[src/design/mrbq_pkg.sv]
// ----------------------------------------------------------------------------
// Broadcast queue package
// Shared constants, command and status codes, controller states and the
// result record of the multi-reader broadcast queue.
// ----------------------------------------------------------------------------
package mrbq_pkg;

	localparam int DEPTH_DEF   = 16;
	localparam int READERS_DEF = 4;
	localparam int DATA_W_DEF  = 32;

	localparam logic [31:0] MAX_WAIT_RST = 32'd1000;
	localparam logic [31:0] HOLDOFF_RST  = 32'd1000;

	// Command codes carried by the command field.
	localparam logic [2:0] CMD_PUSH        = 3'd0;
	localparam logic [2:0] CMD_SUBSCRIBE   = 3'd1;
	localparam logic [2:0] CMD_PEEK        = 3'd2;
	localparam logic [2:0] CMD_POP         = 3'd3;
	localparam logic [2:0] CMD_UNSUBSCRIBE = 3'd4;

	// Status codes returned with every result.
	localparam logic [2:0] ST_OK         = 3'd0;
	localparam logic [2:0] ST_NO_READERS = 3'd1;
	localparam logic [2:0] ST_FULL       = 3'd2;
	localparam logic [2:0] ST_EMPTY      = 3'd3;
	localparam logic [2:0] ST_BAD_READER = 3'd4;

	// Configuration register indexes.
	localparam logic CFG_MAX_WAIT = 1'b0;
	localparam logic CFG_HOLDOFF  = 1'b1;

	typedef enum logic [2:0] {
		S_IDLE,
		S_READ,
		S_EXEC,
		S_SCAN,
		S_DROP,
		S_FIN
	} state_t;

	typedef struct packed {
		logic [2:0]  status;
		logic [31:0] payload_out;
		logic [31:0] entry_index;
		logic        head_advanced;
		logic [4:0]  dropped_count;
		logic        backlogged;
	} res_t;

endpackage

[src/design/mrbq_if.sv]
// ----------------------------------------------------------------------------
// Broadcast queue channels
// Valid/ready channels for command beats in and result beats out.
// ----------------------------------------------------------------------------
interface mrbq_cmd_if;
	logic        valid;
	logic        ready;
	logic [2:0]  command;
	logic [1:0]  reader;
	logic [31:0] payload;
	logic [31:0] now;

	modport source (output valid, command, reader, payload, now, input ready);
	modport sink (input valid, command, reader, payload, now, output ready);
endinterface

interface mrbq_res_if;
	logic        valid;
	logic        ready;
	logic [2:0]  status;
	logic [31:0] payload_out;
	logic [31:0] entry_index;
	logic        head_advanced;
	logic [4:0]  dropped_count;
	logic        backlogged;

	modport source (output valid, status, payload_out, entry_index, head_advanced,
		dropped_count, backlogged, input ready);
	modport sink (input valid, status, payload_out, entry_index, head_advanced,
		dropped_count, backlogged, output ready);
endinterface

[src/design/mrbq_ram.sv]
// ----------------------------------------------------------------------------
// Broadcast queue RAM
// Simple dual-port memory: one write port, one read port with registered data.
// ----------------------------------------------------------------------------
module mrbq_ram #(
	parameter int WIDTH = 32,
	parameter int DEPTH = 16
) (
	input  logic                     clk,
	input  logic                     we,
	input  logic [$clog2(DEPTH)-1:0] waddr,
	input  logic [WIDTH-1:0]         wdata,
	input  logic [$clog2(DEPTH)-1:0] raddr,
	output logic [WIDTH-1:0]         rdata
);

	logic [WIDTH-1:0] mem [DEPTH];

	always_ff @(posedge clk) begin
		if (we) begin
			mem[waddr] <= wdata;
		end
		rdata <= mem[raddr];
	end

endmodule

[src/design/multi_reader_broadcast_queue.sv]
// ----------------------------------------------------------------------------
// Multi-reader broadcast queue
// Ring of entries shared by several readers, each with its own read position.
// ----------------------------------------------------------------------------
// Every command beat produces exactly one result beat. Push, subscribe, peek
// and pop pass through the accept, memory read, execute and result states;
// unsubscribe adds a scan and a drop state after execute, because the new
// oldest entry is found by walking the reader positions one reader per cycle
// to find the smallest distance from the head. Entry data and entry times
// live in two single-port-read RAMs with registered read data; the time RAM
// is read only at the head slot. A backlog rewrite does not sweep the RAM:
// it records one override time together with the number of leading entries
// it covers, and that count shrinks as entries are freed. A new command is
// accepted while the previous result still waits in the output register.
// ----------------------------------------------------------------------------
module multi_reader_broadcast_queue #(
	parameter int DEPTH   = mrbq_pkg::DEPTH_DEF,
	parameter int READERS = mrbq_pkg::READERS_DEF,
	parameter int DATA_W  = mrbq_pkg::DATA_W_DEF
) (
	input  logic        clk,
	input  logic        arst_n,
	mrbq_cmd_if.sink    cmd,
	mrbq_res_if.source  res,
	input  logic        cfg_we,
	input  logic        cfg_index,
	input  logic [31:0] cfg_wdata
);

	localparam int SW = $clog2(DEPTH);
	localparam int CW = $clog2(DEPTH + 1);
	localparam int RW = (READERS > 1) ? $clog2(READERS) : 1;

	mrbq_pkg::state_t state_q, state_d;

	// Latched command beat.
	logic [2:0]        cmd_q;
	logic [5:0]        rdr_q;
	logic [DATA_W-1:0] pay_q;
	logic [31:0]       now_q;

	logic [31:0] max_wait_q, holdoff_q;

	// Queue bookkeeping.
	logic [31:0]   head_seq_q, next_seq_q;
	logic [SW-1:0] head_slot_q, tail_slot_q;
	logic [READERS-1:0] active_q;
	logic [31:0]   pos_q   [READERS];
	logic [SW-1:0] rslot_q [READERS];

	// Backlog override: the first ovr_left_q entries carry ovr_time_q.
	logic [31:0]   ovr_time_q;
	logic [CW-1:0] ovr_left_q;

	// Unsubscribe scan.
	logic [RW-1:0] scan_idx_q;
	logic [CW-1:0] min_q;

	mrbq_pkg::res_t res_q, out_q;
	logic           out_valid_q;

	logic [DATA_W-1:0] data_rdata;
	logic [31:0]       time_rdata;

	// Execute-stage decode.
	logic [RW-1:0] rsel;
	logic          rdr_ok, any_act, r_act, has_entry, needed_other, full, back;
	logic          push_ok, sub_ok, peek_ok, pop_ok, unsub_ok, use_cmd;
	logic [31:0]   count, pos_r, head_time;
	logic [2:0]    status_c;
	logic [SW-1:0] tail_inc, head_inc, rslot_inc;
	logic [SW+1:0] drop_sum;
	logic [SW-1:0] drop_slot;
	logic [CW-1:0] scan_dist;
	logic          ram_we, out_load;

	assign rsel    = rdr_q[RW-1:0];
	assign rdr_ok  = 32'(rdr_q) < 32'(READERS);
	assign any_act = |active_q;
	assign r_act   = active_q[rsel];
	assign count   = next_seq_q - head_seq_q;
	assign full    = count >= 32'(DEPTH);
	assign pos_r   = pos_q[rsel];
	assign has_entry = (pos_r - head_seq_q) < count;

	assign head_time = (ovr_left_q != '0) ? ovr_time_q : time_rdata;
	assign back      = (count != 32'd0) && ((now_q - head_time) > max_wait_q);

	assign tail_inc  = (tail_slot_q == SW'(DEPTH - 1)) ? '0 : tail_slot_q + 1'b1;
	assign head_inc  = (head_slot_q == SW'(DEPTH - 1)) ? '0 : head_slot_q + 1'b1;
	assign rslot_inc = (rslot_q[rsel] == SW'(DEPTH - 1)) ? '0 : rslot_q[rsel] + 1'b1;

	assign drop_sum  = (SW+2)'(head_slot_q) + (SW+2)'(min_q);
	assign drop_slot = (drop_sum >= (SW+2)'(DEPTH)) ? SW'(drop_sum - (SW+2)'(DEPTH))
		: SW'(drop_sum);
	assign scan_dist = CW'(pos_q[scan_idx_q] - head_seq_q);

	always_comb begin
		needed_other = 1'b0;
		for (int i = 0; i < READERS; i++) begin
			if (active_q[i] && (RW'(i) != rsel) && (pos_q[i] == pos_r)) begin
				needed_other = 1'b1;
			end
		end
	end

	always_comb begin
		use_cmd  = (cmd_q == mrbq_pkg::CMD_PEEK) || (cmd_q == mrbq_pkg::CMD_POP)
			|| (cmd_q == mrbq_pkg::CMD_UNSUBSCRIBE);
		push_ok  = (cmd_q == mrbq_pkg::CMD_PUSH) && any_act && !full;
		sub_ok   = (cmd_q == mrbq_pkg::CMD_SUBSCRIBE) && rdr_ok && !r_act;
		peek_ok  = (cmd_q == mrbq_pkg::CMD_PEEK) && rdr_ok && r_act && has_entry;
		pop_ok   = (cmd_q == mrbq_pkg::CMD_POP) && rdr_ok && r_act && has_entry;
		unsub_ok = (cmd_q == mrbq_pkg::CMD_UNSUBSCRIBE) && rdr_ok && r_act;
		if (cmd_q == mrbq_pkg::CMD_PUSH) begin
			if (!any_act) begin
				status_c = mrbq_pkg::ST_NO_READERS;
			end else if (full) begin
				status_c = mrbq_pkg::ST_FULL;
			end else begin
				status_c = mrbq_pkg::ST_OK;
			end
		end else if (!rdr_ok) begin
			status_c = mrbq_pkg::ST_BAD_READER;
		end else if (cmd_q == mrbq_pkg::CMD_SUBSCRIBE) begin
			status_c = r_act ? mrbq_pkg::ST_BAD_READER : mrbq_pkg::ST_OK;
		end else if (!use_cmd || !r_act) begin
			status_c = mrbq_pkg::ST_BAD_READER;
		end else if ((cmd_q != mrbq_pkg::CMD_UNSUBSCRIBE) && !has_entry) begin
			status_c = mrbq_pkg::ST_EMPTY;
		end else begin
			status_c = mrbq_pkg::ST_OK;
		end
	end

	// Next state.
	always_comb begin
		state_d = state_q;
		case (state_q)
			mrbq_pkg::S_IDLE: begin
				if (cmd.valid) begin
					state_d = mrbq_pkg::S_READ;
				end
			end
			mrbq_pkg::S_READ: state_d = mrbq_pkg::S_EXEC;
			mrbq_pkg::S_EXEC: state_d = unsub_ok ? mrbq_pkg::S_SCAN : mrbq_pkg::S_FIN;
			mrbq_pkg::S_SCAN: begin
				if (scan_idx_q == RW'(READERS - 1)) begin
					state_d = mrbq_pkg::S_DROP;
				end
			end
			mrbq_pkg::S_DROP: state_d = mrbq_pkg::S_FIN;
			mrbq_pkg::S_FIN: begin
				if (!out_valid_q || res.ready) begin
					state_d = mrbq_pkg::S_IDLE;
				end
			end
			default: state_d = mrbq_pkg::S_IDLE;
		endcase
	end

	// Controller outputs.
	always_comb begin
		cmd.ready = (state_q == mrbq_pkg::S_IDLE);
		ram_we    = (state_q == mrbq_pkg::S_EXEC) && push_ok;
		out_load  = (state_q == mrbq_pkg::S_FIN) && (!out_valid_q || res.ready);
	end

	mrbq_ram #(.WIDTH(DATA_W), .DEPTH(DEPTH)) u_data_ram (
		.clk   (clk),
		.we    (ram_we),
		.waddr (tail_slot_q),
		.wdata (pay_q),
		.raddr (rslot_q[rsel]),
		.rdata (data_rdata)
	);

	mrbq_ram #(.WIDTH(32), .DEPTH(DEPTH)) u_time_ram (
		.clk   (clk),
		.we    (ram_we),
		.waddr (tail_slot_q),
		.wdata (now_q),
		.raddr (head_slot_q),
		.rdata (time_rdata)
	);

	always_ff @(posedge clk or negedge arst_n) begin
		if (!arst_n) begin
			state_q     <= mrbq_pkg::S_IDLE;
			max_wait_q  <= mrbq_pkg::MAX_WAIT_RST;
			holdoff_q   <= mrbq_pkg::HOLDOFF_RST;
			head_seq_q  <= '0;
			next_seq_q  <= '0;
			head_slot_q <= '0;
			tail_slot_q <= '0;
			active_q    <= '0;
			ovr_left_q  <= '0;
			out_valid_q <= 1'b0;
			for (int i = 0; i < READERS; i++) begin
				pos_q[i]   <= '0;
				rslot_q[i] <= '0;
			end
		end else begin
			state_q <= state_d;
			if (cfg_we) begin
				if (cfg_index == mrbq_pkg::CFG_MAX_WAIT) begin
					max_wait_q <= cfg_wdata;
				end else begin
					holdoff_q <= cfg_wdata;
				end
			end
			if (out_load) begin
				out_valid_q <= 1'b1;
			end else if (res.ready) begin
				out_valid_q <= 1'b0;
			end
			case (state_q)
				mrbq_pkg::S_EXEC: begin
					if (push_ok) begin
						next_seq_q  <= next_seq_q + 32'd1;
						tail_slot_q <= tail_inc;
						if (back) begin
							ovr_left_q <= CW'(count + 32'd1);
						end
					end
					if (sub_ok) begin
						active_q[rsel] <= 1'b1;
						pos_q[rsel]    <= next_seq_q;
						rslot_q[rsel]  <= tail_slot_q;
					end
					if (pop_ok) begin
						pos_q[rsel]   <= pos_r + 32'd1;
						rslot_q[rsel] <= rslot_inc;
						if ((pos_r == head_seq_q) && !needed_other) begin
							head_seq_q  <= head_seq_q + 32'd1;
							head_slot_q <= head_inc;
							if (ovr_left_q != '0) begin
								ovr_left_q <= ovr_left_q - 1'b1;
							end
						end
					end
					if (unsub_ok) begin
						active_q[rsel] <= 1'b0;
					end
				end
				mrbq_pkg::S_DROP: begin
					head_seq_q  <= head_seq_q + 32'(min_q);
					head_slot_q <= drop_slot;
					ovr_left_q  <= (ovr_left_q > min_q) ? ovr_left_q - min_q : '0;
				end
				default: begin
				end
			endcase
		end
	end

	// Payload registers.
	always_ff @(posedge clk) begin
		if (cmd.valid && cmd.ready) begin
			cmd_q <= cmd.command;
			rdr_q <= 6'(cmd.reader);
			pay_q <= DATA_W'(cmd.payload);
			now_q <= cmd.now;
		end
		if (out_load) begin
			out_q <= res_q;
		end
		case (state_q)
			mrbq_pkg::S_EXEC: begin
				res_q.status        <= status_c;
				res_q.payload_out   <= peek_ok ? 32'(data_rdata) : 32'd0;
				res_q.entry_index   <= (peek_ok ? pos_r : 32'd0)
					| (push_ok ? next_seq_q : 32'd0);
				res_q.head_advanced <= pop_ok && (pos_r == head_seq_q) && !needed_other;
				res_q.dropped_count <= '0;
				res_q.backlogged    <= push_ok && back;
				if (push_ok && back) begin
					ovr_time_q <= now_q + holdoff_q;
				end
				scan_idx_q <= '0;
				min_q      <= CW'(count);
			end
			mrbq_pkg::S_SCAN: begin
				scan_idx_q <= scan_idx_q + 1'b1;
				if (active_q[scan_idx_q] && (scan_dist < min_q)) begin
					min_q <= scan_dist;
				end
			end
			mrbq_pkg::S_DROP: begin
				res_q.dropped_count <= 5'(min_q);
			end
			default: begin
			end
		endcase
	end

	assign res.valid         = out_valid_q;
	assign res.status        = out_q.status;
	assign res.payload_out   = out_q.payload_out;
	assign res.entry_index   = out_q.entry_index;
	assign res.head_advanced = out_q.head_advanced;
	assign res.dropped_count = out_q.dropped_count;
	assign res.backlogged    = out_q.backlogged;

	// The ring never holds more than DEPTH entries.
	a_count_bound: assert property (@(posedge clk) disable iff (!arst_n)
		(next_seq_q - head_seq_q) <= 32'(DEPTH))
		else $error("ring holds more entries than its depth");

	// The backlog override never covers more entries than are stored.
	a_override_bound: assert property (@(posedge clk) disable iff (!arst_n)
		32'(ovr_left_q) <= (next_seq_q - head_seq_q))
		else $error("backlog override covers freed entries");

	// A result beat only appears after the result stage.
	a_result_source: assert property (@(posedge clk) disable iff (!arst_n)
		$rose(out_valid_q) |-> $past(state_q == mrbq_pkg::S_FIN))
		else $error("result beat raised outside the result stage");

	// The execute stage always follows a memory read cycle.
	a_exec_after_read: assert property (@(posedge clk) disable iff (!arst_n)
		(state_q == mrbq_pkg::S_EXEC) |-> $past(state_q == mrbq_pkg::S_READ))
		else $error("execute stage entered without memory read");

endmodule
[src/flat_wrapper.sv]
// flat-port wrapper written by rule: the top's interface ports become plain ports
module multi_reader_broadcast_queue_flat 
#(
	parameter int DEPTH   = mrbq_pkg::DEPTH_DEF,
	parameter int READERS = mrbq_pkg::READERS_DEF,
	parameter int DATA_W  = mrbq_pkg::DATA_W_DEF
)
  (clk, arst_n, cfg_we, cfg_index, cfg_wdata, cmd_valid, cmd_command, cmd_reader, cmd_payload, cmd_now, cmd_ready, res_valid, res_status, res_payload_out, res_entry_index, res_head_advanced, res_dropped_count, res_backlogged, res_ready);
  mrbq_cmd_if cmd_i ();
  mrbq_res_if res_i ();
  input  logic clk;
  input  logic arst_n;
  input  logic cfg_we;
  input  logic cfg_index;
  input  logic [31:0] cfg_wdata;
  input wire logic [$bits(cmd_i.valid)-1:0] cmd_valid;
  input wire logic [$bits(cmd_i.command)-1:0] cmd_command;
  input wire logic [$bits(cmd_i.reader)-1:0] cmd_reader;
  input wire logic [$bits(cmd_i.payload)-1:0] cmd_payload;
  input wire logic [$bits(cmd_i.now)-1:0] cmd_now;
  output wire logic [$bits(cmd_i.ready)-1:0] cmd_ready;
  output wire logic [$bits(res_i.valid)-1:0] res_valid;
  output wire logic [$bits(res_i.status)-1:0] res_status;
  output wire logic [$bits(res_i.payload_out)-1:0] res_payload_out;
  output wire logic [$bits(res_i.entry_index)-1:0] res_entry_index;
  output wire logic [$bits(res_i.head_advanced)-1:0] res_head_advanced;
  output wire logic [$bits(res_i.dropped_count)-1:0] res_dropped_count;
  output wire logic [$bits(res_i.backlogged)-1:0] res_backlogged;
  input wire logic [$bits(res_i.ready)-1:0] res_ready;
  assign cmd_i.valid = cmd_valid;
  assign cmd_i.command = cmd_command;
  assign cmd_i.reader = cmd_reader;
  assign cmd_i.payload = cmd_payload;
  assign cmd_i.now = cmd_now;
  assign cmd_ready = cmd_i.ready;
  assign res_valid = res_i.valid;
  assign res_status = res_i.status;
  assign res_payload_out = res_i.payload_out;
  assign res_entry_index = res_i.entry_index;
  assign res_head_advanced = res_i.head_advanced;
  assign res_dropped_count = res_i.dropped_count;
  assign res_backlogged = res_i.backlogged;
  assign res_i.ready = res_ready;
  multi_reader_broadcast_queue #(.DEPTH(DEPTH), .READERS(READERS), .DATA_W(DATA_W)) u_core (.clk(clk), .arst_n(arst_n), .cmd(cmd_i), .res(res_i), .cfg_we(cfg_we), .cfg_index(cfg_index), .cfg_wdata(cfg_wdata));
endmodule
[config.mk]
export PLATFORM = sky130hd
export DESIGN_NAME = multi_reader_broadcast_queue_flat
export DESIGN_NICKNAME = d
export VERILOG_FILES = /design/src/design/mrbq_pkg.sv /design/src/design/mrbq_if.sv /design/src/design/mrbq_ram.sv /design/src/design/multi_reader_broadcast_queue.sv /design/src/flat_wrapper.sv
export SDC_FILE = /design/constraint.sdc
export NUM_CORES = 2
export LEC_CHECK = 0
export ABC_AREA = 0
export BUFFER_PORTS_ARGS = -buffer_cell sky130_fd_sc_hd__buf_2
export CORE_MARGIN = 2
export CORE_UTILIZATION = 55
export CTS_CLUSTER_SIZE = 25
export DETAILED_ROUTE_END_ITERATION = 10
export HOLD_SLACK_MARGIN = 0.15
export PLACE_DENSITY = 0.7
export RECOVER_POWER = 100
export SLEW_MARGIN = 20
export SYNTH_ARGS = -nofsm -noshare
export SYNTH_HDL_FRONTEND = slang
export SYNTH_SLANG_ARGS = --single-unit
[constraint.sdc]
create_clock -name clk -period 14.8 [get_ports clk]
set_input_delay 0.74 -clock clk [delete_from_list [all_inputs] [get_ports clk]]
set_output_delay 0.74 -clock clk [all_outputs]
set_load 0.01 [all_outputs]
==> metrics <==
GR peak layer met2; Avg WL per Cell 29.2 um; Tmin final 12.17 ns; placed inst area 80500 um^2; Sw Share 0.365; Finished Cell Area 86300 um^2; htree depth 4; setup TNS 0 ns; largest net degree at the start of global routing 104; Pwr Density 182 nW/um^2; # rows 137; skew final 0.0577 ns; final hold slack 0.190 ns; Die W 380 um; top cell type's share of synthesized area 0.494; CTS tree yes; HPWL Detailed 150 mm; leakage power 30.9 nW; synthesized net count 6197; worst hold path class in2reg; Post-Route WL 235 mm; synth warn 0; CP Max Fanout 55; Final ANT Viol Nets 0; Initial DRT Pass Iterations 6; met2 usage 0.516; clk_lat worst skew 0.82 ns; Sw Pwr 5.73 mW; fin crit share 0.823; Max-Cap Viols 61; Max Slew Vio Count 2244; final cell count without fillers 8048; Core Area 140000 um^2; Total Power Consumption 15.7 mW; Yosys reg bits 1637; Cell variety after synth 100; vias in the first global route 50660; Num CTS Buffers 164; nets 6365; reg2reg setup slack 2.63 ns; GRT overflow 0; Post-Syn Area 77700 um^2; Worst Setup Start Kind register; area of the multi-input gates 28500 um^2; area leader, netlist edfxtp_1; vias post-DR 51811; final setup fails 0; Max Buffers Root-to-Sink 3; Worst Tran Pin Value 5.16 ns; combinational power share 0.338; Post-synth top cells edfxtp_1 (1280), nand2_1 (431), mux2i_1 (360), a21oi_1 (289), xnor2_1 (289); status finished, violations left; Final Hold Fails 0; diode count 0; Placed Instances 7654; Flop pwr share 0.399; met1 Track Usage GR 0.422; clk slew on worst S/H paths 0.06 ns; count leader, synth edfxtp_1; failing checks capacitance limit, slew limit; synth top area cells edfxtp_1 (49%), dfrtp_1 (9.0%), mux2i_1 (4.6%), mux4_2 (4.4%), ha_1 (3.6%); Syn Inst Count 5861; Avg Cell Area, Syn 13.3 um^2; share of cells above drive strength 1 0.109; first-pass GRT wire length 341 mm; Max Freq 82.1 MHz; Area Growth Syn to Fin 11.0%; prevailing post-synth register cell edfxtp_1; Clk pwr share 0.263; sequential area share after synthesis 0.605; Slew headroom -2.44; Filler cells 10821; CTS sink cnt 1637; die area 144000 um^2; Port-buffer cells 182; initial antenna violation count 7; First DRT Iteration DRCs 5452; Storage cell area 47100 um^2; async set-or-reset flop fraction in the synthesized netlist 0.179; Post-synth EDFFs 1280; Root Buffer clkbuf_16; CP Class reg2reg; Vias/cell 6.44; die height 380 um; CP arrival 12.85 ns; postcts setup bufs 0; DRC 0; Pint 9.99 mW; Crit. End Element register; Total Routing Usage GR 0.320; io pins 183; met3 usage 0.0585; gp weighted congestion 1.04; Max IR drop VDD 0.146 mV; RSZ-0062 raised after global routing false; effective utilization at floorplan 0.556; critical path required time 15.48 ns
[placed cells by master (no fill, tap or decap), types with 204 or more instances in the layout]
cell type,instances
dfrtp_1,278
xnor2_1,289
nand2_1,430
ha_1,221
a21oi_1,288
edfxtp_1,1280
nor2_1,239
o21ai_0,285
clkbuf_1,204
mux2i_1,359
[metrics by stage]
stage,utilization,worst slack (ns)
global route,0.617,2.06
floorplan,-,4.21
global placement,0.576,5.22
finish,0.617,2.63
CTS,0.621,5.01
detailed placement,0.576,5.05
[sequential cells by signal, summed over array words and instances, names as in the netlist, 74 cells and up]
register / flops
u_core.pos_q: 128
u_core.res_q: 74
u_core.u_data_ram.mem: 512
u_core.u_time_ram.mem: 512
[area by class of cell]
| class | instances | share of cell area |
|---|---|---|
| Multi-Input combinational cell | 3677 | 0.331 |
| Inverter | 169 | 0.00737 |
| Clock inverter | 86 | 0.0105 |
| Clock buffer | 223 | 0.0524 |
| Timing Repair Buffer | 380 | 0.0266 |
| Tap cell | 1876 | 0.0272 |
| Sequential cell | 1637 | 0.545 |
[kinds of logic after synthesis]
| kind of cell | after synthesis | share of synthesized area |
|---|---|---|
| simple gates | 1202 | 0.0750 |
| xor+xnor | 375 | 0.0423 |
| flops | 1637 | 0.605 |
| buf+inv | 547 | 0.0284 |
| mux | 592 | 0.102 |
| fa+ha+maj | 229 | 0.0376 |
| compound gates | 1279 | 0.109 |
[repair_timing]
item,CTS,global route
hold buffers,85,0
hold endpoints to repair,192,0
setup endpoints to repair,0,0
resized for setup,0,0
[power groups by stage]
stage / sequential, mW / combinational [mW] / clock [mW]
after floorplan: 5.88 / 3.78 / 0
after global placement: 6.30 / 5.14 / 0
after detailed placement: 6.31 / 5.18 / 0
after CTS: 6.22 / 5.23 / 4.18
after global routing: 6.29 / 5.70 / 4.38
final: 6.26 / 5.32 / 4.14
[worst paths after layout]
| kind | startpoint | endpoint | cells past startpoint |
|---|---|---|---|
| max | u_core.rdr_q[0]$_DFFE_PP_ | u_core.ovr_left_q[2]$_DFFE_PN0P_ | 25 |
| min | cfg_wdata[28] | u_core.max_wait_q[28]$_DFFE_PN0P_ | 3 |
| max reg2reg | u_core.rdr_q[0]$_DFFE_PP_ | u_core.ovr_left_q[2]$_DFFE_PN0P_ | 25 |
| min reg2reg | u_core.res_q[32]$_DFFE_PP_ | u_core.res.entry_index[25]$_DFFE_PP_ | 0 |
| max in group asynchronous | arst_n | u_core.pos_q[120]$_DFFE_PN0P_ | 4 |
| min in group asynchronous | arst_n | u_core.head_seq_q[29]$_DFFE_PN0P_ | 2 |
[critical path, stage by stage, from the launching register on]
cell and delay, ns:
edfxtp_1 0.33, clkbuf_1 1.75, buf_4 0.85, inv_1 0.87, mux2i_2 0.66, ha_1 0.39
a21o_1 0.21, a21o_1 0.18, a21oi_1 0.20, a21boi_0 0.17, o21ai_0 0.47, nor3_1 0.12
a2111oi_0 0.67, o2bb2ai_1 0.23, xnor2_1 0.15, ha_1 0.27, a21o_1 0.16, a21oi_1 0.13
o21ai_0 0.09, a21oi_1 0.46, nand3_1 0.88, clkbuf_1 1.13, nor3_1 1.09, nand2_1 0.12
a221oi_1 0.27, o21ai_0 0.12
[routing by layer]
layer / vias to the layer above / wire length, um / share of wire
li1: 22703 / - / -
met1: 26088 / 93100 / 0.40
met2: 2420 / 111000 / 0.47
met3: 590 / 18200 / 0.078
met4: 10 / 12500 / 0.053
met5: - / 75 / 0.00032
(Power assumes the default switching activity.)
